### config.mk
export PLATFORM = sky130hd
export DESIGN_NAME = cat_command_frame_codec
export DESIGN_NICKNAME = d
export VERILOG_FILES = /design/src/rtl/core/cfc_pkg.sv /design/src/rtl/core/cfc_front.sv /design/src/rtl/core/cfc_queue.sv /design/src/rtl/core/cfc_back.sv /design/src/rtl/core/cat_command_frame_codec.sv
export SDC_FILE = /design/constraint.sdc
export NUM_CORES = 1
export LEC_CHECK = 0
export ABC_CLOCK_PERIOD_IN_PS = 7600
export BUFFER_PORTS_ARGS = -buffer_cell sky130_fd_sc_hd__buf_2
export CORE_UTILIZATION = 55
export CTS_BUF_LIST = sky130_fd_sc_hd__clkbuf_2
export DETAILED_ROUTE_END_ITERATION = 7
export GPL_ROUTABILITY_DRIVEN = 0
export PLACE_DENSITY = 0.83
export SLEW_MARGIN = 20
export SYNTH_ARGS = -nofsm -noshare
export SYNTH_HDL_FRONTEND = slang
export SYNTH_SLANG_ARGS = --single-unit
export TNS_END_PERCENT = 5
### constraint.sdc
create_clock -name aclk -period 7.6 [get_ports aclk]
set_input_delay 0.76 -clock aclk [delete_from_list [all_inputs] [get_ports aclk]]
set_output_delay 0.76 -clock aclk [all_outputs]
set_load 0.05 [all_outputs]
### src/rtl/core/cfc_pkg.sv
`timescale 1ns / 1ps
`default_nettype none

package cfc_pkg;

    // Command and receive selectors carried in s_tuser
    typedef enum logic [2:0] {
        OP_READ_FREQ = 3'd0,
        OP_SET_FREQ  = 3'd1,
        OP_SET_MODE  = 3'd2,
        OP_SPLIT     = 3'd3,
        OP_TOGGLE    = 3'd4,
        OP_RX_BYTE   = 3'd5
    } op_t;

    // Result kind carried in m_tuser
    localparam logic KIND_TX   = 1'b0;
    localparam logic KIND_RESP = 1'b1;

    // Opcode bytes placed in the fifth frame byte
    localparam logic [7:0] CMD_READ_FREQ = 8'h03;
    localparam logic [7:0] CMD_SET_FREQ  = 8'h01;
    localparam logic [7:0] CMD_SET_MODE  = 8'h07;
    localparam logic [7:0] CMD_SPLIT_ON  = 8'h02;
    localparam logic [7:0] CMD_SPLIT_OFF = 8'h82;
    localparam logic [7:0] CMD_TOGGLE    = 8'h81;

    localparam logic [26:0] FREQ_MAX = 27'd99999999;

    // Index of the marked word within a frame
    localparam logic [2:0] FRAME_LAST = 3'd4;

    localparam int CFC_QUEUE_DEPTH = 2;

    // Queue entry: frame bytes (byte 0 lowest) or {mode, freq} for a response
    typedef struct packed {
        logic        kind;
        logic [39:0] body;
    } cfc_entry_t;

    typedef enum logic [1:0] {
        FR_RUN,
        FR_CONV,
        FR_EMIT
    } front_state_t;

endpackage

`default_nettype wire

### src/rtl/core/cfc_front.sv
`timescale 1ns / 1ps
`default_nettype none

module cfc_front
    import cfc_pkg::*;
(
    input  wire logic        aclk,
    input  wire logic        aresetn,
    input  wire logic        s_tvalid,
    output logic             s_tready,
    input  wire logic [2:0]  op,
    input  wire logic [26:0] freq_value,
    input  wire logic [3:0]  mode_code,
    input  wire logic        split_on,
    input  wire logic [7:0]  rx_byte,
    input  wire logic        q_full,
    output logic             push_valid,
    output cfc_entry_t       push_entry,
    output logic             conv_busy
);

    localparam int BIN_W       = 28;
    localparam int BCD_W       = 32;
    localparam int STEPS       = 4;
    localparam int CONV_CYCLES = BIN_W / STEPS;
    localparam int CNT_W       = $clog2(CONV_CYCLES);

    front_state_t     state_reg, state_next;
    logic [BIN_W-1:0] bin_reg, bin_next;
    logic [BCD_W-1:0] bcd_reg, bcd_next;
    logic [CNT_W-1:0] cnt_reg, cnt_next;
    logic [2:0]       rx_count_reg, rx_count_next;
    logic [27:0]      rx_accum_reg, rx_accum_next;

    logic             accept;
    logic [26:0]      freq_sat;
    logic [7:0]       pair;
    logic             mode_ok;
    logic [BIN_W-1:0] bin_w;
    logic [BCD_W-1:0] bcd_w;

    // One shift-and-add-3 step of binary to packed BCD
    function automatic logic [BCD_W-1:0] dd_step(input logic [BCD_W-1:0] v, input logic b);
        logic [BCD_W-1:0] a;
        a = v;
        for (int d = 0; d < BCD_W / 4; d++) begin
            if (a[d*4 +: 4] >= 4'd5) begin
                a[d*4 +: 4] = a[d*4 +: 4] + 4'd3;
            end
        end
        return {a[BCD_W-2:0], b};
    endfunction

    function automatic logic [19:0] pair_weight(input logic [1:0] idx);
        case (idx)
            2'd0:    return 20'd1000000;
            2'd1:    return 20'd10000;
            2'd2:    return 20'd100;
            default: return 20'd1;
        endcase
    endfunction

    function automatic logic [3:0] decode_mode(input logic [7:0] b);
        unique case (b)
            8'h00:   return 4'd0;
            8'h01:   return 4'd1;
            8'h02:   return 4'd2;
            8'h03:   return 4'd3;
            8'h04:   return 4'd4;
            8'h06:   return 4'd5;
            8'h08:   return 4'd6;
            8'h0A:   return 4'd7;
            8'h0C:   return 4'd8;
            default: return 4'd9;
        endcase
    endfunction

    always_ff @(posedge aclk) begin
        if (!aresetn) begin
            state_reg    <= FR_RUN;
            cnt_reg      <= '0;
            rx_count_reg <= '0;
            rx_accum_reg <= '0;
        end else begin
            state_reg    <= state_next;
            cnt_reg      <= cnt_next;
            rx_count_reg <= rx_count_next;
            rx_accum_reg <= rx_accum_next;
        end
    end

    // Conversion datapath needs no reset
    always_ff @(posedge aclk) begin
        bin_reg <= bin_next;
        bcd_reg <= bcd_next;
    end

    // Saturate the frequency, weigh the received pair, screen the mode code
    always_comb begin
        freq_sat = (freq_value > FREQ_MAX) ? FREQ_MAX : freq_value;
        pair     = 8'({4'b0, rx_byte[7:4]} * 8'd10) + {4'b0, rx_byte[3:0]};
        case (mode_code) inside
            4'h0, 4'h1, 4'h2, 4'h3, 4'h4, 4'h8, 4'hA, 4'hC: mode_ok = 1'b1;
            default:                                        mode_ok = 1'b0;
        endcase
    end

    // Advance the converter by several bit steps per cycle
    always_comb begin
        bcd_w = bcd_reg;
        bin_w = bin_reg;
        for (int j = 0; j < STEPS; j++) begin
            bcd_w = dd_step(bcd_w, bin_w[BIN_W-1]);
            bin_w = {bin_w[BIN_W-2:0], 1'b0};
        end
    end

    // Classify accepted words and push queue entries
    always_comb begin
        state_next    = state_reg;
        bin_next      = bin_reg;
        bcd_next      = bcd_reg;
        cnt_next      = cnt_reg;
        rx_count_next = rx_count_reg;
        rx_accum_next = rx_accum_reg;
        push_valid    = 1'b0;
        push_entry    = '0;
        s_tready      = 1'b0;
        accept        = 1'b0;

        unique case (state_reg)
            FR_RUN: begin
                s_tready = !q_full;
                accept   = s_tvalid && !q_full;
                if (accept) begin
                    case (op_t'(op))
                        OP_READ_FREQ: begin
                            rx_count_next         = '0;
                            rx_accum_next         = '0;
                            push_valid            = 1'b1;
                            push_entry.kind       = KIND_TX;
                            push_entry.body[39:32] = CMD_READ_FREQ;
                        end
                        OP_SET_FREQ: begin
                            rx_count_next = '0;
                            rx_accum_next = '0;
                            bin_next      = {1'b0, freq_sat};
                            bcd_next      = '0;
                            cnt_next      = '0;
                            state_next    = FR_CONV;
                        end
                        OP_SET_MODE: begin
                            if (mode_ok) begin
                                push_valid             = 1'b1;
                                push_entry.kind        = KIND_TX;
                                push_entry.body[3:0]   = mode_code;
                                push_entry.body[39:32] = CMD_SET_MODE;
                            end
                        end
                        OP_SPLIT: begin
                            push_valid             = 1'b1;
                            push_entry.kind        = KIND_TX;
                            push_entry.body[39:32] = split_on ? CMD_SPLIT_ON : CMD_SPLIT_OFF;
                        end
                        OP_TOGGLE: begin
                            rx_count_next          = '0;
                            rx_accum_next          = '0;
                            push_valid             = 1'b1;
                            push_entry.kind        = KIND_TX;
                            push_entry.body[39:32] = CMD_TOGGLE;
                        end
                        OP_RX_BYTE: begin
                            if (!rx_count_reg[2]) begin
                                rx_accum_next = rx_accum_reg
                                              + 28'(pair) * 28'(pair_weight(rx_count_reg[1:0]));
                                rx_count_next = rx_count_reg + 3'd1;
                            end else begin
                                rx_count_next          = '0;
                                rx_accum_next          = '0;
                                push_valid             = 1'b1;
                                push_entry.kind        = KIND_RESP;
                                push_entry.body[27:0]  = rx_accum_reg;
                                push_entry.body[31:28] = decode_mode(rx_byte);
                            end
                        end
                        default: ;
                    endcase
                end
            end
            FR_CONV: begin
                bcd_next = bcd_w;
                bin_next = bin_w;
                cnt_next = cnt_reg + 1'b1;
                if (cnt_reg == CNT_W'(CONV_CYCLES - 1)) begin
                    state_next = FR_EMIT;
                end
            end
            FR_EMIT: begin
                if (!q_full) begin
                    push_valid             = 1'b1;
                    push_entry.kind        = KIND_TX;
                    push_entry.body        = {CMD_SET_FREQ, bcd_reg[7:0], bcd_reg[15:8],
                                              bcd_reg[23:16], bcd_reg[31:24]};
                    state_next             = FR_RUN;
                end
            end
            default: state_next = FR_RUN;
        endcase
    end

    assign conv_busy = (state_reg != FR_RUN);

endmodule

`default_nettype wire

### src/rtl/core/cfc_queue.sv
`timescale 1ns / 1ps
`default_nettype none

module cfc_queue
    import cfc_pkg::*;
#(
    parameter int DEPTH = CFC_QUEUE_DEPTH
) (
    input  wire logic       aclk,
    input  wire logic       aresetn,
    input  wire logic       push_valid,
    input  wire cfc_entry_t push_entry,
    output logic            full,
    output logic            pop_valid,
    output cfc_entry_t      pop_entry,
    input  wire logic       pop
);

    localparam int PTR_W = (DEPTH > 1) ? $clog2(DEPTH) : 1;
    localparam int CNT_W = $clog2(DEPTH + 1);

    cfc_entry_t       slot_reg [DEPTH];
    logic [PTR_W-1:0] wr_ptr_reg, rd_ptr_reg;
    logic [CNT_W-1:0] count_reg;
    logic             do_push, do_pop;

    assign full      = (count_reg == CNT_W'(DEPTH));
    assign pop_valid = (count_reg != '0);
    assign pop_entry = slot_reg[rd_ptr_reg];
    assign do_push   = push_valid && !full;
    assign do_pop    = pop && pop_valid;

    function automatic logic [PTR_W-1:0] ptr_inc(input logic [PTR_W-1:0] p);
        return (p == PTR_W'(DEPTH - 1)) ? '0 : p + 1'b1;
    endfunction

    // Advance pointers and occupancy
    always_ff @(posedge aclk) begin
        if (!aresetn) begin
            wr_ptr_reg <= '0;
            rd_ptr_reg <= '0;
            count_reg  <= '0;
        end else begin
            if (do_push) wr_ptr_reg <= ptr_inc(wr_ptr_reg);
            if (do_pop)  rd_ptr_reg <= ptr_inc(rd_ptr_reg);
            count_reg <= count_reg + CNT_W'(do_push) - CNT_W'(do_pop);
        end
    end

    // Store the pushed entry
    always_ff @(posedge aclk) begin
        if (do_push) begin
            slot_reg[wr_ptr_reg] <= push_entry;
        end
    end

endmodule

`default_nettype wire

### src/rtl/core/cfc_back.sv
`timescale 1ns / 1ps
`default_nettype none

module cfc_back
    import cfc_pkg::*;
(
    input  wire logic        aclk,
    input  wire logic        aresetn,
    input  wire logic        q_valid,
    input  wire cfc_entry_t  q_entry,
    output logic             q_pop,
    output logic             m_tvalid,
    input  wire logic        m_tready,
    output logic [39:0]      m_tdata,
    output logic             m_tlast,
    output logic             m_tuser
);

    cfc_entry_t cur_reg;
    logic       cur_valid_reg;
    logic [2:0] idx_reg;
    logic       last_word;
    logic       word_done;
    logic [7:0] tx_byte;

    assign last_word = (cur_reg.kind == KIND_RESP) || (idx_reg == FRAME_LAST);
    assign word_done = cur_valid_reg && m_tready;
    assign q_pop     = !cur_valid_reg || (word_done && last_word);

    // Load the next entry or advance through the frame
    always_ff @(posedge aclk) begin
        if (!aresetn) begin
            cur_valid_reg <= 1'b0;
            idx_reg       <= '0;
        end else if (q_pop) begin
            cur_valid_reg <= q_valid;
            idx_reg       <= '0;
        end else if (word_done) begin
            idx_reg <= idx_reg + 3'd1;
        end
    end

    always_ff @(posedge aclk) begin
        if (q_pop && q_valid) begin
            cur_reg <= q_entry;
        end
    end

    // Select the byte of the current frame word
    always_comb begin
        case (idx_reg)
            3'd0:    tx_byte = cur_reg.body[7:0];
            3'd1:    tx_byte = cur_reg.body[15:8];
            3'd2:    tx_byte = cur_reg.body[23:16];
            3'd3:    tx_byte = cur_reg.body[31:24];
            default: tx_byte = cur_reg.body[39:32];
        endcase
    end

    assign m_tvalid = cur_valid_reg;
    assign m_tuser  = cur_reg.kind;
    assign m_tlast  = (cur_reg.kind == KIND_TX) && (idx_reg == FRAME_LAST);
    assign m_tdata  = (cur_reg.kind == KIND_RESP) ? {cur_reg.body[31:0], 8'h00}
                                                  : {32'h0, tx_byte};

endmodule

`default_nettype wire

### src/rtl/core/cat_command_frame_codec.sv
`timescale 1ns / 1ps
`default_nettype none

// Framer and deframer for a 5-byte radio control protocol. Each command word
// on the s_ side (read freq, set freq, set mode, split, toggle) yields five
// transmit words on the m_ side, the fifth marked by m_tlast; set freq is
// converted to packed BCD (saturating at 99999999), and set mode with an
// unsupported code yields nothing. Received radio bytes collect five at a time
// into one response word carrying the decoded frequency and mode. The output
// drains one word per cycle while m_tready is high; the front end takes one
// word per cycle while the queue has room, except set freq, which holds
// s_tready low while the binary to BCD converter runs four bits per cycle. A
// small queue between front and back lets commands be taken while earlier
// frames are still being sent.
module cat_command_frame_codec
    import cfc_pkg::*;
#(
    parameter int QUEUE_DEPTH = CFC_QUEUE_DEPTH
) (
    input  wire logic        aclk,
    input  wire logic        aresetn,
    input  wire logic        s_tvalid,
    output logic             s_tready,
    // freq_value[26:0], mode_code[30:27], split_on[31], rx_byte[39:32]
    input  wire logic [39:0] s_tdata,
    // op[2:0]
    input  wire logic [2:0]  s_tuser,
    output logic             m_tvalid,
    input  wire logic        m_tready,
    // tx_byte[7:0], freq_read[35:8], mode_read[39:36]
    output logic [39:0]      m_tdata,
    output logic             m_tlast,
    // kind[0]
    output logic             m_tuser
);

    logic       q_full;
    logic       push_valid;
    cfc_entry_t push_entry;
    logic       q_valid;
    cfc_entry_t q_entry;
    logic       q_pop;
    logic       conv_busy;

    cfc_front u_front (
        .aclk       (aclk),
        .aresetn    (aresetn),
        .s_tvalid   (s_tvalid),
        .s_tready   (s_tready),
        .op         (s_tuser),
        .freq_value (s_tdata[26:0]),
        .mode_code  (s_tdata[30:27]),
        .split_on   (s_tdata[31]),
        .rx_byte    (s_tdata[39:32]),
        .q_full     (q_full),
        .push_valid (push_valid),
        .push_entry (push_entry),
        .conv_busy  (conv_busy)
    );

    cfc_queue #(
        .DEPTH (QUEUE_DEPTH)
    ) u_queue (
        .aclk       (aclk),
        .aresetn    (aresetn),
        .push_valid (push_valid),
        .push_entry (push_entry),
        .full       (q_full),
        .pop_valid  (q_valid),
        .pop_entry  (q_entry),
        .pop        (q_pop)
    );

    cfc_back u_back (
        .aclk     (aclk),
        .aresetn  (aresetn),
        .q_valid  (q_valid),
        .q_entry  (q_entry),
        .q_pop    (q_pop),
        .m_tvalid (m_tvalid),
        .m_tready (m_tready),
        .m_tdata  (m_tdata),
        .m_tlast  (m_tlast),
        .m_tuser  (m_tuser)
    );

    // Only transmit words close a frame
    a_last_is_tx: assert property (@(posedge aclk) disable iff (!aresetn)
        m_tvalid && m_tlast |-> m_tuser == KIND_TX)
        else $error("frame mark on a response word");

    // A response word carries no transmit byte
    a_resp_no_byte: assert property (@(posedge aclk) disable iff (!aresetn)
        m_tvalid && m_tuser == KIND_RESP |-> m_tdata[7:0] == 8'h00)
        else $error("response word with transmit byte");

    // Set freq stalls the input while the converter runs
    a_conv_stall: assert property (@(posedge aclk) disable iff (!aresetn)
        s_tvalid && s_tready && s_tuser == OP_SET_FREQ |=> conv_busy && !s_tready)
        else $error("input taken during conversion");

    // Nothing is pushed into a full queue
    a_no_overflow: assert property (@(posedge aclk) disable iff (!aresetn)
        push_valid |-> !q_full)
        else $error("push into full queue");

endmodule

`default_nettype wire
==> results.yml <==
status:
  status: "finished clean"
yosys:
  synth_nets: 2173
  synth_flop_cell: "edfxtp_1"
  synth_edf_count: 171
  synthCells: 1867
  ys_types: 85
  async_flop_share_pct: 0
  synth_area_per_cell_um2: 9.65
  ys_seq_area_share_pct: 33.4
  synth.ff_latch_count: 215
  yosysWarnings: 0
  synth_area_um2: 18000
critical_path:
  critPathMaxStageDelay_ns: 0.54
  r2r_slack_ns: 1.62
  worstReg2RegEnd: "u_front.bcd_reg[9]"
  arrival_ns: 7.04
  endpoint: "u_front.rx_accum_reg[27]"
  worst_r2r_startpoint: "u_front.bcd_reg[8]"
  start_kind: "input port"
  path_max_fanout: 6
  r2r_cells: 26
  cp-end-kind: "flip-flop"
  cp-startpoint: "s_tdata[37]"
  critPathSlowestCell: "fa_1"
  required_ns: 8.31
  critical_path_class: "in2reg"
route:
  via_count: 14100
  drtIter0Drc: 1094
  drc: 0
  drt-total-wl_mm: 40.4
  wl_met1_mm: 16.5
  antenna_left: 0
  first_pass_iters: 7
  met3_length_mm: 2.44
  top_layer: "met4"
  vias_per_cell: 5.77
  wl_met2_mm: 20.2
  drt-wirelength-per-cell_um: 16.5
final_layout:
  mostFrequentLayoutCells: "247 x inv_1, 173 x ha_1, 171 x edfxtp_1"
  fill_cells: 2615
  layout.area.seq_um2: 6020
  multi_input_area_um2: 10900
  final_common_cell: "inv_1"
  largest_reg_flops: 74
  drive_above_1_share_pct: 13.8
  synthToLayoutAreaGrowth_pct: 8.15
  nNetsFinal: 2273
  design_area_um2: 19500
floorplanning:
  coreArea_um2: 31900
  die_w_um: 183
  fp.dieH_um: 183
  start_util_pct: 56.5
  die_area_um2: 33500
  row_count: 65
  pin_count: 91
place:
  io_buffers: 90
  dp_hpwl_mm: 31.1
  dp_worst_setup_slack_ns: 0.498
  placed_area_um2: 18900
power:
  ir_drop_mv: 0.361
  leakagePower_nw: 8.71
  power_density_nw_per_um2: 311
  total_power_mw: 6.06
clock_tree:
  clkTransAtPathRegs_ns: 0.10
  cts_made_buffers: 54
  postCtsSetupBuffers: 0
  hold_buffers: 0
  clockRootBuffer: "clkbuf_2"
  cts.sinks: 215
  cts_tree: "yes"
  cts_resized: 0
  cts.path.max_buffers: 3
  htreeDepth: 2
  clock_latency_ns: 0.89
timing:
  setup_tns_ns: 0
  finClkSkew_ns: 0.0734
  tightest_slew_ns: 0.856
  max-slew-margin-rel_pct: 42.9
  rsz0062_at_grt: "no"
  period_minus_slack_ns: 6.32
  fin_crit_sh_pct: 83.2
  holdWs_ns: 0.222
  setup_ws_ns: 1.28
  final_hold_viol_count: 0
  setup_viol_count_final: 0
  report.final.slew_viol_count: 0
  fmax_mhz: 158
worst_hold_path:
  hold_path.class: "in2reg"
grt:
  antenna_found_initial: 1
  grt_usage_pct: 24.7
  grt_pass1_wl_mm: 66.9
  grt_max_degree: 63
  grt_pass1_vias: 14200
  grt_overflow: 0
job:
  maxCapViolations: 0
==> cells in the mapped netlist, drive strengths merged, types with 22 or more instances <==
library cell,number,share of area (%)
mux2,51,3.2
edfxtp,171,28
a22oi,34,1.4
a21o,31,1.3
o21ai,90,2.5
xor2,22,1.1
a21oi,68,1.9
nand2b,44,1.5
a211oi,24,1.1
ha,173,12
xnor2,35,1.7
mux2i,31,1.7
fa,86,9.6
nand2,152,3.2
nand3,25,0.69
a22o,36,1.8
and2,83,2.9
nor2b,46,1.6
inv,248,5.2
nor2,105,2.2
dfxtp,44,4.9
clkbuf,48,1.0
==> metrics by stage <==
step / utilization (%) / instances
2_1_floorplan: - / 1867
3_3_place_gp: 59.3 / 2344
3_5_place_dp: 59.3 / 2344
4_1_cts: 61.0 / 2443
5_1_grt: 61.1 / 2447
6_report: 61.1 / 2447
==> cells by family after synthesis <==
kind of cell,count (synthesis),share of synthesized area (%)
AO/OA/AOI/OAI,398,15.4
XOR/XNOR,57,2.77
adder cells (fa/ha/maj),259,21.6
buffers and inverters,306,6.41
flip-flops,215,33.4
multiplexers,82,4.93
AND/OR/NAND/NOR,550,15.6
==> worst min path at each step <==
stage / startpoint / to / depth (start not counted)
2_1_floorplan: u_front.rx_accum_reg[26] / u_front.rx_accum_reg[26] / 2
3_3_place_gp: u_back.idx_reg[1] / u_back.idx_reg[1] / 2
6_report: s_tdata[0] / u_front.bin_reg[0] / 3
4_1_cts: s_tdata[0] / u_front.bin_reg[0] / 3
5_1_grt: m_tready / u_back.idx_reg[1] / 3
3_5_place_dp: u_front.bin_reg[18] / u_front.bin_reg[22] / 2
==> per-layer routing <==
metal | global-route usage (%) | vias to the layer above
li1 | - | 6752
met1 | 30.1 | 6791
met2 | 43.9 | 474
met3 | 3.36 | 97
met4 | 9.87 | 0
met5 | 0 | -
==> area by class of cell <==
class | count | area share (%)
multi-input combinational | 1346 | 55.8
inverter | 249 | 4.80
antenna | 2 | 0.0257
sequential | 215 | 30.9
tap | 435 | 2.79
clock buffer | 77 | 1.98
clock inverter | 22 | 0.835
timing repair buffer | 101 | 2.86
==> critical path: cells and delay by family <==
| kind | cells | cell delay [ns] |
|---|---|---|
| XOR/XNOR | 1 | 0.15 |
| AND/OR/NAND/NOR | 4 | 0.58 |
| buffers and inverters | 6 | 0.48 |
| adder cells (fa/ha/maj) | 8 | 3.43 |
| AO/OA/AOI/OAI | 6 | 1.43 |
| multiplexers | 1 | 0.20 |
==> report_power, final <==
| group | leakage (nW) | switching [mW] | internal [mW] | total, mW |
|---|---|---|---|---|
| clock | 0.405 | 0.490 | 0.355 | 0.845 |
| sequential | 1.97 | 0.143 | 1.46 | 1.60 |
| combinational | 6.33 | 2.20 | 1.41 | 3.61 |
| total | 8.71 | 2.83 | 3.23 | 6.06 |
(Power assumes the default switching activity.)
